--- src/sv/smrc_pkg.sv ---
// Shared types, keyword table and codes for the message reassembly classifier.
// Used by smrc_feed, smrc_out_buf and ship_message_reassembly_classifier.
// No dependencies.
package smrc_pkg;

  // message size limit and the width of the byte counter that reaches it
  localparam int MAX_MESSAGE_BYTES = 8192;
  localparam int CNT_W             = $clog2(MAX_MESSAGE_BYTES + 1);
  localparam int LEN_W             = 13;

  localparam logic [7:0] QUOTE_CHAR = 8'h22;

  // message type codes
  localparam logic [7:0] TYPE_DATA_A    = 8'd1;
  localparam logic [7:0] TYPE_DATA_B    = 8'd2;
  localparam logic [7:0] TYPE_TERMINATE = 8'd3;

  // key position saturates here
  localparam logic [4:0] KEY_POS_MAX = 5'd31;

  // message classes
  localparam logic [2:0] CLS_NONE       = 3'd0;
  localparam logic [2:0] CLS_TERMINATE  = 3'd1;
  localparam logic [2:0] CLS_HELLO      = 3'd2;
  localparam logic [2:0] CLS_PIN_STATE  = 3'd3;
  localparam logic [2:0] CLS_ACCESS_REQ = 3'd4;
  localparam logic [2:0] CLS_ACCESS_MTH = 3'd5;
  localparam logic [2:0] CLS_DATA       = 3'd6;
  localparam logic [2:0] CLS_UNKNOWN    = 3'd7;

  // beat status codes
  localparam logic STATUS_DONE    = 1'b0;
  localparam logic STATUS_DROPPED = 1'b1;

  // keyword table, text right-aligned in a packed vector
  localparam int NUM_KW     = 6;
  localparam int KW_MAX_LEN = 20;
  localparam int KW_BITS    = KW_MAX_LEN * 8;

  localparam logic [KW_BITS-1:0] KW_STR [NUM_KW] = '{
    KW_BITS'("connectionHello"),
    KW_BITS'("connectionPinState"),
    KW_BITS'("messageHello"),
    KW_BITS'("accessMethodsRequest"),
    KW_BITS'("accessMethods"),
    KW_BITS'("data")
  };
  localparam logic [4:0] KW_LEN [NUM_KW] = '{5'd15, 5'd18, 5'd12, 5'd20, 5'd13, 5'd4};
  localparam logic [2:0] KW_CLASS [NUM_KW] = '{
    CLS_HELLO, CLS_PIN_STATE, CLS_HELLO, CLS_ACCESS_REQ, CLS_ACCESS_MTH, CLS_DATA
  };

  // key scanner phase
  typedef enum logic [1:0] {
    KP_SEEK   = 2'd0,
    KP_IN_KEY = 2'd1,
    KP_CLOSED = 2'd2
  } key_phase_t;

  // running state of the message being assembled
  typedef struct packed {
    logic [CNT_W-1:0] total;
    logic             oversize;
    logic [7:0]       type_byte;
    logic [7:0]       head_byte;
    key_phase_t       phase;
    logic [4:0]       pos;
    logic [NUM_KW-1:0] mask;
  } msg_state_t;

  typedef struct packed {
    logic [7:0] data_byte;
    logic       frame_end;
    logic       message_final;
  } in_beat_t;

  typedef struct packed {
    logic             status;
    logic [2:0]       message_class;
    logic [7:0]       message_type;
    logic [7:0]       cmi_head;
    logic [LEN_W-1:0] message_length;
  } out_beat_t;

  // character of keyword k at position pos (first character is position 0)
  function automatic logic [7:0] kw_byte(input int k, input logic [4:0] pos);
    logic [4:0]         idx;
    logic [KW_BITS-1:0] sh;
    idx = KW_LEN[k] - pos - 5'd1;
    sh  = KW_STR[k] >> {idx, 3'b000};
    return sh[7:0];
  endfunction

endpackage

--- src/sv/smrc_feed.sv ---
// One payload byte into the message state: type and head capture, byte count,
// size limit and one step of the quoted-key matcher. Depends on smrc_pkg.
module smrc_feed (
  input  smrc_pkg::msg_state_t cur,
  input  logic [7:0]           data_byte,
  output smrc_pkg::msg_state_t nxt
);
  import smrc_pkg::*;

  logic [CNT_W-1:0] total_inc;

  assign total_inc = cur.total + CNT_W'(1);

  always_comb begin
    nxt          = cur;
    nxt.total    = total_inc;
    // limit reached once the count hits the maximum
    if (total_inc >= CNT_W'(MAX_MESSAGE_BYTES)) begin
      nxt.oversize = 1'b1;
    end
    if (cur.total == '0) begin
      nxt.type_byte = data_byte;
    end else begin
      if (cur.total == CNT_W'(1)) begin
        nxt.head_byte = data_byte;
      end
      // key scan over bytes after the type
      case (cur.phase)
        KP_SEEK: begin
          if (data_byte == QUOTE_CHAR) begin
            nxt.phase = KP_IN_KEY;
            nxt.pos   = '0;
            nxt.mask  = '1;
          end
        end
        KP_IN_KEY: begin
          if (data_byte == QUOTE_CHAR) begin
            nxt.phase = KP_CLOSED;
          end else begin
            for (int k = 0; k < NUM_KW; k++) begin
              if (!(cur.pos < KW_LEN[k] && kw_byte(k, cur.pos) == data_byte)) begin
                nxt.mask[k] = 1'b0;
              end
            end
            if (cur.pos != KEY_POS_MAX) begin
              nxt.pos = cur.pos + 5'd1;
            end
          end
        end
        default: begin
          nxt.phase = cur.phase;
        end
      endcase
    end
  end

endmodule

--- src/sv/smrc_out_buf.sv ---
// Two-entry result buffer so the input side keeps moving while a result
// beat waits at the output. Depends on smrc_pkg.
module smrc_out_buf (
  input  logic                clk,
  input  logic                rst,
  input  logic                push,
  input  smrc_pkg::out_beat_t push_data,
  output logic                space,
  output logic                out_valid,
  input  logic                out_ready,
  output smrc_pkg::out_beat_t out_data
);
  import smrc_pkg::*;

  out_beat_t  entry0;
  out_beat_t  entry1;
  logic [1:0] count;
  logic       pop;

  assign pop       = out_valid && out_ready;
  assign out_valid = (count != 2'd0);
  assign out_data  = entry0;
  assign space     = (count != 2'd2);

  // occupancy
  always_ff @(posedge clk) begin
    if (rst) begin
      count <= 2'd0;
    end else if (push && !pop) begin
      count <= count + 2'd1;
    end else if (pop && !push) begin
      count <= count - 2'd1;
    end
  end

  // entry shuffle, oldest beat always in entry0
  always_ff @(posedge clk) begin
    if (pop) begin
      if (push && count == 2'd1) begin
        entry0 <= push_data;
      end else begin
        entry0 <= entry1;
      end
      if (push && count == 2'd2) begin
        entry1 <= push_data;
      end
    end else if (push) begin
      if (count == 2'd0) begin
        entry0 <= push_data;
      end else begin
        entry1 <= push_data;
      end
    end
  end

endmodule

--- src/sv/ship_message_reassembly_classifier.sv ---
// Top level of the message reassembly classifier: frame tracking, message
// state, classification and result buffering. Depends on smrc_pkg,
// smrc_feed and smrc_out_buf.
//
// Usage: payload bytes come in one beat per cycle on in_valid/in_ready, each
// with frame_end and message_final marks. A result beat appears on
// out_valid/out_ready at the end of a final frame, or at the end of a frame
// in which the message reached the size limit (status 1, other fields 0).
// A result beat is registered into the result buffer. Throughput is one
// input beat per cycle while in_ready is high: the whole per-byte update
// (up to two bytes fed when a frame's held first byte is released) is
// combinational logic into the state registers. A two-entry result buffer
// decouples the sides, so input keeps flowing while one result waits;
// in_ready drops only when both entries are full. Writing cfg_wr_data = 1
// with cfg_wr_en makes every input beat be accepted and ignored until it
// is written back to 0. Synchronous reset clears the message state, the
// closing flag and the buffer; in_ready is high after reset.
module ship_message_reassembly_classifier (
  input  logic                clk,
  input  logic                rst,
  input  logic                cfg_wr_en,
  input  logic                cfg_wr_data,
  input  logic                in_valid,
  output logic                in_ready,
  input  smrc_pkg::in_beat_t  in_data,
  output logic                out_valid,
  input  logic                out_ready,
  output smrc_pkg::out_beat_t out_data
);
  import smrc_pkg::*;

  typedef enum logic [1:0] {
    FB_EMPTY = 2'd0,
    FB_HELD  = 2'd1,
    FB_OPEN  = 2'd2
  } frame_cnt_t;

  logic        closing;
  logic        message_open;
  logic        message_open_next;
  frame_cnt_t  frame_cnt;
  frame_cnt_t  frame_cnt_next;
  logic [7:0]  held_byte;
  msg_state_t  msg;
  msg_state_t  msg_next;
  msg_state_t  base;
  msg_state_t  fed_first;
  msg_state_t  second_in;
  msg_state_t  fed_second;
  msg_state_t  after;
  logic        accept;
  logic        push;
  out_beat_t   push_data;

  localparam msg_state_t MSG_CLEAR = '{
    total: '0, oversize: 1'b0, type_byte: 8'd0, head_byte: 8'd0,
    phase: KP_SEEK, pos: 5'd0, mask: '1
  };

  // class of a completed message
  function automatic logic [2:0] classify(input msg_state_t m);
    logic [2:0] cls;
    cls = CLS_UNKNOWN;
    if (m.type_byte == TYPE_TERMINATE) begin
      cls = CLS_TERMINATE;
    end else if ((m.type_byte != TYPE_DATA_A && m.type_byte != TYPE_DATA_B) ||
                 m.total < CNT_W'(3)) begin
      cls = CLS_NONE;
    end else if (m.phase == KP_CLOSED && m.pos != 5'd0) begin
      // lowest matching keyword wins
      for (int k = NUM_KW - 1; k >= 0; k--) begin
        if (m.mask[k] && m.pos == KW_LEN[k]) begin
          cls = KW_CLASS[k];
        end
      end
    end
    return cls;
  endfunction

  assign accept = in_valid && in_ready;

  // held byte first, then the current byte if the limit was not hit
  assign base      = message_open ? msg : MSG_CLEAR;
  assign second_in = (frame_cnt == FB_HELD) ? fed_first : msg;
  assign after     = second_in.oversize ? second_in : fed_second;

  smrc_feed u_feed_held (
    .cur       (base),
    .data_byte (held_byte),
    .nxt       (fed_first)
  );

  smrc_feed u_feed_cur (
    .cur       (second_in),
    .data_byte (in_data.data_byte),
    .nxt       (fed_second)
  );

  // next state and result for one beat
  always_comb begin
    msg_next          = msg;
    message_open_next = message_open;
    frame_cnt_next    = frame_cnt;
    push              = 1'b0;
    push_data         = '0;
    if (frame_cnt == FB_EMPTY) begin
      frame_cnt_next = in_data.frame_end ? FB_EMPTY : FB_HELD;
    end else begin
      msg_next = after;
      if (frame_cnt == FB_HELD) begin
        message_open_next = 1'b1;
        frame_cnt_next    = FB_OPEN;
      end
      if (in_data.frame_end) begin
        frame_cnt_next = FB_EMPTY;
        if (after.oversize) begin
          msg_next.oversize = 1'b0;
          message_open_next = 1'b0;
          push              = 1'b1;
          push_data.status  = STATUS_DROPPED;
        end else if (in_data.message_final) begin
          message_open_next        = 1'b0;
          push                     = 1'b1;
          push_data.status         = STATUS_DONE;
          push_data.message_class  = classify(after);
          push_data.message_type   = after.type_byte;
          push_data.cmi_head       = after.head_byte;
          push_data.message_length = after.total[LEN_W-1:0];
        end
      end
    end
  end

  // state registers
  always_ff @(posedge clk) begin
    if (rst) begin
      closing      <= 1'b0;
      message_open <= 1'b0;
      frame_cnt    <= FB_EMPTY;
      held_byte    <= 8'd0;
      msg          <= MSG_CLEAR;
    end else begin
      if (cfg_wr_en) begin
        closing <= cfg_wr_data;
      end
      if (accept && !closing) begin
        message_open <= message_open_next;
        frame_cnt    <= frame_cnt_next;
        msg          <= msg_next;
        if (frame_cnt == FB_EMPTY) begin
          held_byte <= in_data.data_byte;
        end
      end
    end
  end

  smrc_out_buf u_out_buf (
    .clk       (clk),
    .rst       (rst),
    .push      (accept && !closing && push),
    .push_data (push_data),
    .space     (in_ready),
    .out_valid (out_valid),
    .out_ready (out_ready),
    .out_data  (out_data)
  );

endmodule

--- config.mk ---
export PLATFORM = sky130hd
export DESIGN_NAME = ship_message_reassembly_classifier
export DESIGN_NICKNAME = d
export VERILOG_FILES = /design/src/sv/smrc_pkg.sv /design/src/sv/smrc_feed.sv /design/src/sv/smrc_out_buf.sv /design/src/sv/ship_message_reassembly_classifier.sv
export SDC_FILE = /design/constraint.sdc
export NUM_CORES = 1
export LEC_CHECK = 0
export BUFFER_PORTS_ARGS = -buffer_cell sky130_fd_sc_hd__buf_2
export CAP_MARGIN = 10
export CELL_PAD_IN_SITES_DETAIL_PLACEMENT = 1
export CELL_PAD_IN_SITES_GLOBAL_PLACEMENT = 2
export CORE_MARGIN = 5
export CORE_UTILIZATION = 38
export CTS_BUF_LIST = sky130_fd_sc_hd__clkbuf_16
export DETAILED_ROUTE_END_ITERATION = 10
export HOLD_SLACK_MARGIN = 0.1
export PLACE_DENSITY = 0.77
export SETUP_SLACK_MARGIN = 0.5
export SYNTH_ARGS = -nofsm -noshare
export SYNTH_HDL_FRONTEND = slang
export SYNTH_SLANG_ARGS = --single-unit
--- constraint.sdc ---
create_clock -name clk -period 7.8 [get_ports clk]
set_input_delay 0.39 -clock clk [delete_from_list [all_inputs] [get_ports clk]]
set_output_delay 0.39 -clock clk [all_outputs]
set_load 0.02 [all_outputs]
==> flow_summary.ini <==
[setup_path]
required_ns = 7.97
end_kind = flip-flop
crit_type = reg -> reg
startpoint_type = flip-flop
path_max_fanout = 31
cp.arrival_ns = 7.01

[sta]
layout_min_cycle_time_ns = 6.84
final-setup-viol-count = 0
slew_headroom = 0.286
hold_violations = 0
setup_ws_ns = 0.965
timing.fmax_mhz = 146
worst_clock_skew_ns = 0.0131
finalMaxSlewViolations = 0
rsz0062_at_grt = false
final.setup.tns_ns = 0
hold-worst-slack_ns = 0.212
fin_crit_sh = 0.876
tightest_slew_ns = 1.07

[layout]
drive_gt1_frac = 0.142
final_nets = 1610
fill_cells = 3833
areaGrowthSynthToFinish_pct = 8.44
instances_no_fill = 1957

[floorplanning]
die_w_um = 189
dieArea_um2 = 35600
ios = 51
rows = 65
fp.dieH_um = 189
coreArea_um2 = 31600
initial_utilization = 0.385

[min_path]
hp-class = in -> reg

[clock_tree]
cts-buffers-inserted = 17
clock_latency_ns = 0.43
cts_buffer_depth = 2
clock-sinks = 124
tritoncts = done
clk_pin_slew_ns = 0.07
htreeDepth = 4
cts-root-buf = clkbuf_16
ctsHoldBuffers = 0

[synthesis]
synth.area.top_cells = edfxtp_1 16%, dfxtp_1 9.6%, nor2_1 6.7%
synth_fa_ha_area_frac = 0.0546
ys_ff_latch = 124
synthCells = 1563
yosysWarnings = 0
yosysSeqAreaShare = 0.259
synth-simple-area-share = 0.257
synth-xor-area-share = 0.0419
synth_edf_count = 66
syn_avg_cell_area_um2 = 7.77
synth_compound_area_frac = 0.257
yosys-top-cells-count = 217 x nor2_1, 124 x a21oi_1, 114 x nand2_1
synth_top_area_share = 0.163
synth_cell_type_count = 107
syn-num-nets = 1632
yosysMostFrequentCell = nor2_1
synthFlopType = edfxtp_1
async_reset_ff_frac = 0
synth_area_um2 = 12100
synth_mux_area_frac = 0.0633
synth_top_area_cell = edfxtp_1
synth_top_family_by_area = simple AND/OR/NAND/NOR gates

[placement]
gp_congestion = 0.936
dp_hpwl_um = 36400
portBuffers = 50
numPlacedInstances = 1924
post-place-ws_ns = 0.842

[global_route]
grt_pass1_wl_um = 73600
grt_overflow = 0
grt_max_degree = 66
antenna_found_initial = 1
grt_pass1_vias = 12177
track_usage = 0.262

[power]
p_total_mw = 2.59
p_per_area_nw_per_um2 = 197
ir_drop_uv = 172
power.leakage_nw = 4.69

[routing]
drt_iter0_drc = 739
drt-wirelength-per-cell_um = 24.5
vias = 12323
vias_per_cell = 6.30
antenna_left = 0
first_pass_iters = 8
wl_um = 48000
drc = 0

[run_status]
status = completed

[job]
maxCapViolCount = 0
-- where the power goes --
part	leakage [nW]	switching (mW)	internal, mW
Combinational	3.30	0.670	0.342
Sequential	1.12	0.0520	0.757
Clock	0.270	0.329	0.443
Total	4.69	1.05	1.54
-- area by class of cell --
| cell class | instances | area [um^2] | share of cell area |
|---|---|---|---|
| multi-input combinational | 1254 | 8220 | 0.625 |
| inverter | 63 | 241 | 0.0183 |
| clock buffer | 17 | 425 | 0.0323 |
| sequential | 124 | 3140 | 0.239 |
| tap | 402 | 503 | 0.0382 |
| timing repair buffer | 81 | 483 | 0.0367 |
| antenna | 1 | 2.50 | 0.000190 |
| clock inverter | 15 | 139 | 0.0106 |
-- sequential cells by signal, indices dropped and copies added, names as in the netlist --
name	cells
closing	1
message_open	1
msg	44
held_byte	8
u_out_buf.out_data	33
u_out_buf.entry1	33
u_out_buf.count	2
frame_cnt	2
-- placed cells by master (no fill, tap or decap), types with 8 or more instances in the layout --
cell type / instances
nor2_1: 217
a21oi_1: 124
nand2_1: 114
o21ai_0: 72
edfxtp_1: 66
nand3_1: 60
dfxtp_1: 57
inv_1: 52
ha_1: 52
buf_2: 50
xnor2_1: 44
nor3_1: 37
mux2_2: 37
mux2i_1: 34
nand4_1: 32
a211oi_1: 32
buf_4: 31
o211ai_1: 30
a31oi_1: 22
clkbuf_16: 17
o22ai_1: 16
and2_1: 14
xor2_1: 14
nor2b_1: 14
nor4_1: 14
and3_1: 13
o31ai_1: 11
or4_1: 10
nand2b_1: 9
a221oi_1: 9
a21o_1: 9
or3_1: 9
o41ai_1: 9
a31o_2: 9
nor4_2: 8
nor3b_1: 8
-- critical path: stages, from the launching register on --
cell and delay (ns):
dfxtp_2 0.58, buf_4 0.40, inv_2 0.21, nor2_1 0.23, ha_1 0.43, and4_1 0.33, a21oi_2 0.06, o22ai_1 0.49
nor3_2 0.06, buf_4 0.22, inv_2 0.27, ha_2 0.41, nand2_1 0.20, inv_1 0.11, o21ai_0 0.27, and2_1 0.36
nor4_1 0.37, or3_1 0.16, o211ai_1 0.09, o31ai_1 0.54, a22oi_1 0.19, a21oi_1 0.22, o22ai_1 0.16, a22o_1 0.21
-- through the flow --
step           instance area [um^2]  utilization
3_3_place_gp                  12600        0.399
6_report                      13200        0.417
2_1_floorplan                 12100            -
3_5_place_dp                  12600        0.399
5_1_grt                       13200        0.417
4_1_cts                       13100        0.417
-- layer usage --
| layer | vias to the layer above | part of all wire | global-route usage |
|---|---|---|---|
| li1 | 5782 | - | - |
| met1 | 6118 | 0.47 | 0.358 |
| met2 | 355 | 0.45 | 0.421 |
| met3 | 68 | 0.054 | 0.0452 |
| met4 | 0 | 0.031 | 0.0880 |
| met5 | - | 0 | 0 |
-- cell families after synthesis --
logic type | after synthesis
AOI/OAI and AO/OA | 460
xor gates and xnor gates | 58
adders and majority gates | 53
buffers and inverters | 185
DFF | 124
muxes | 72
and+or+nand+nor | 611
-- worst paths after layout --
| check | from | to | slack (ns) | depth (start not counted) |
|---|---|---|---|---|
| worst min register to register | msg[13]$_SDFFE_PP0P_ | msg[13]$_SDFFE_PP0P_ | 0.49 | 2 |
| worst max register to register | message_open$_SDFFE_PP0P_ | u_out_buf.out_data[29]$_DFFE_PP_ | 0.96 | 23 |
| worst max-delay path | message_open$_SDFFE_PP0P_ | u_out_buf.out_data[29]$_DFFE_PP_ | 0.96 | 23 |
| worst min-delay path | cfg_wr_data | closing$_SDFFE_PP0P_ | 0.21 | 3 |
-- timing repair --
item | 4_1_cts | 5_1_grt
endpoints found under the setup margin | 0 | 5
buffers inserted | 0 | 0
gates resized for setup | 0 | 4
No activity file was read; power rests on OpenSTA's default activity.
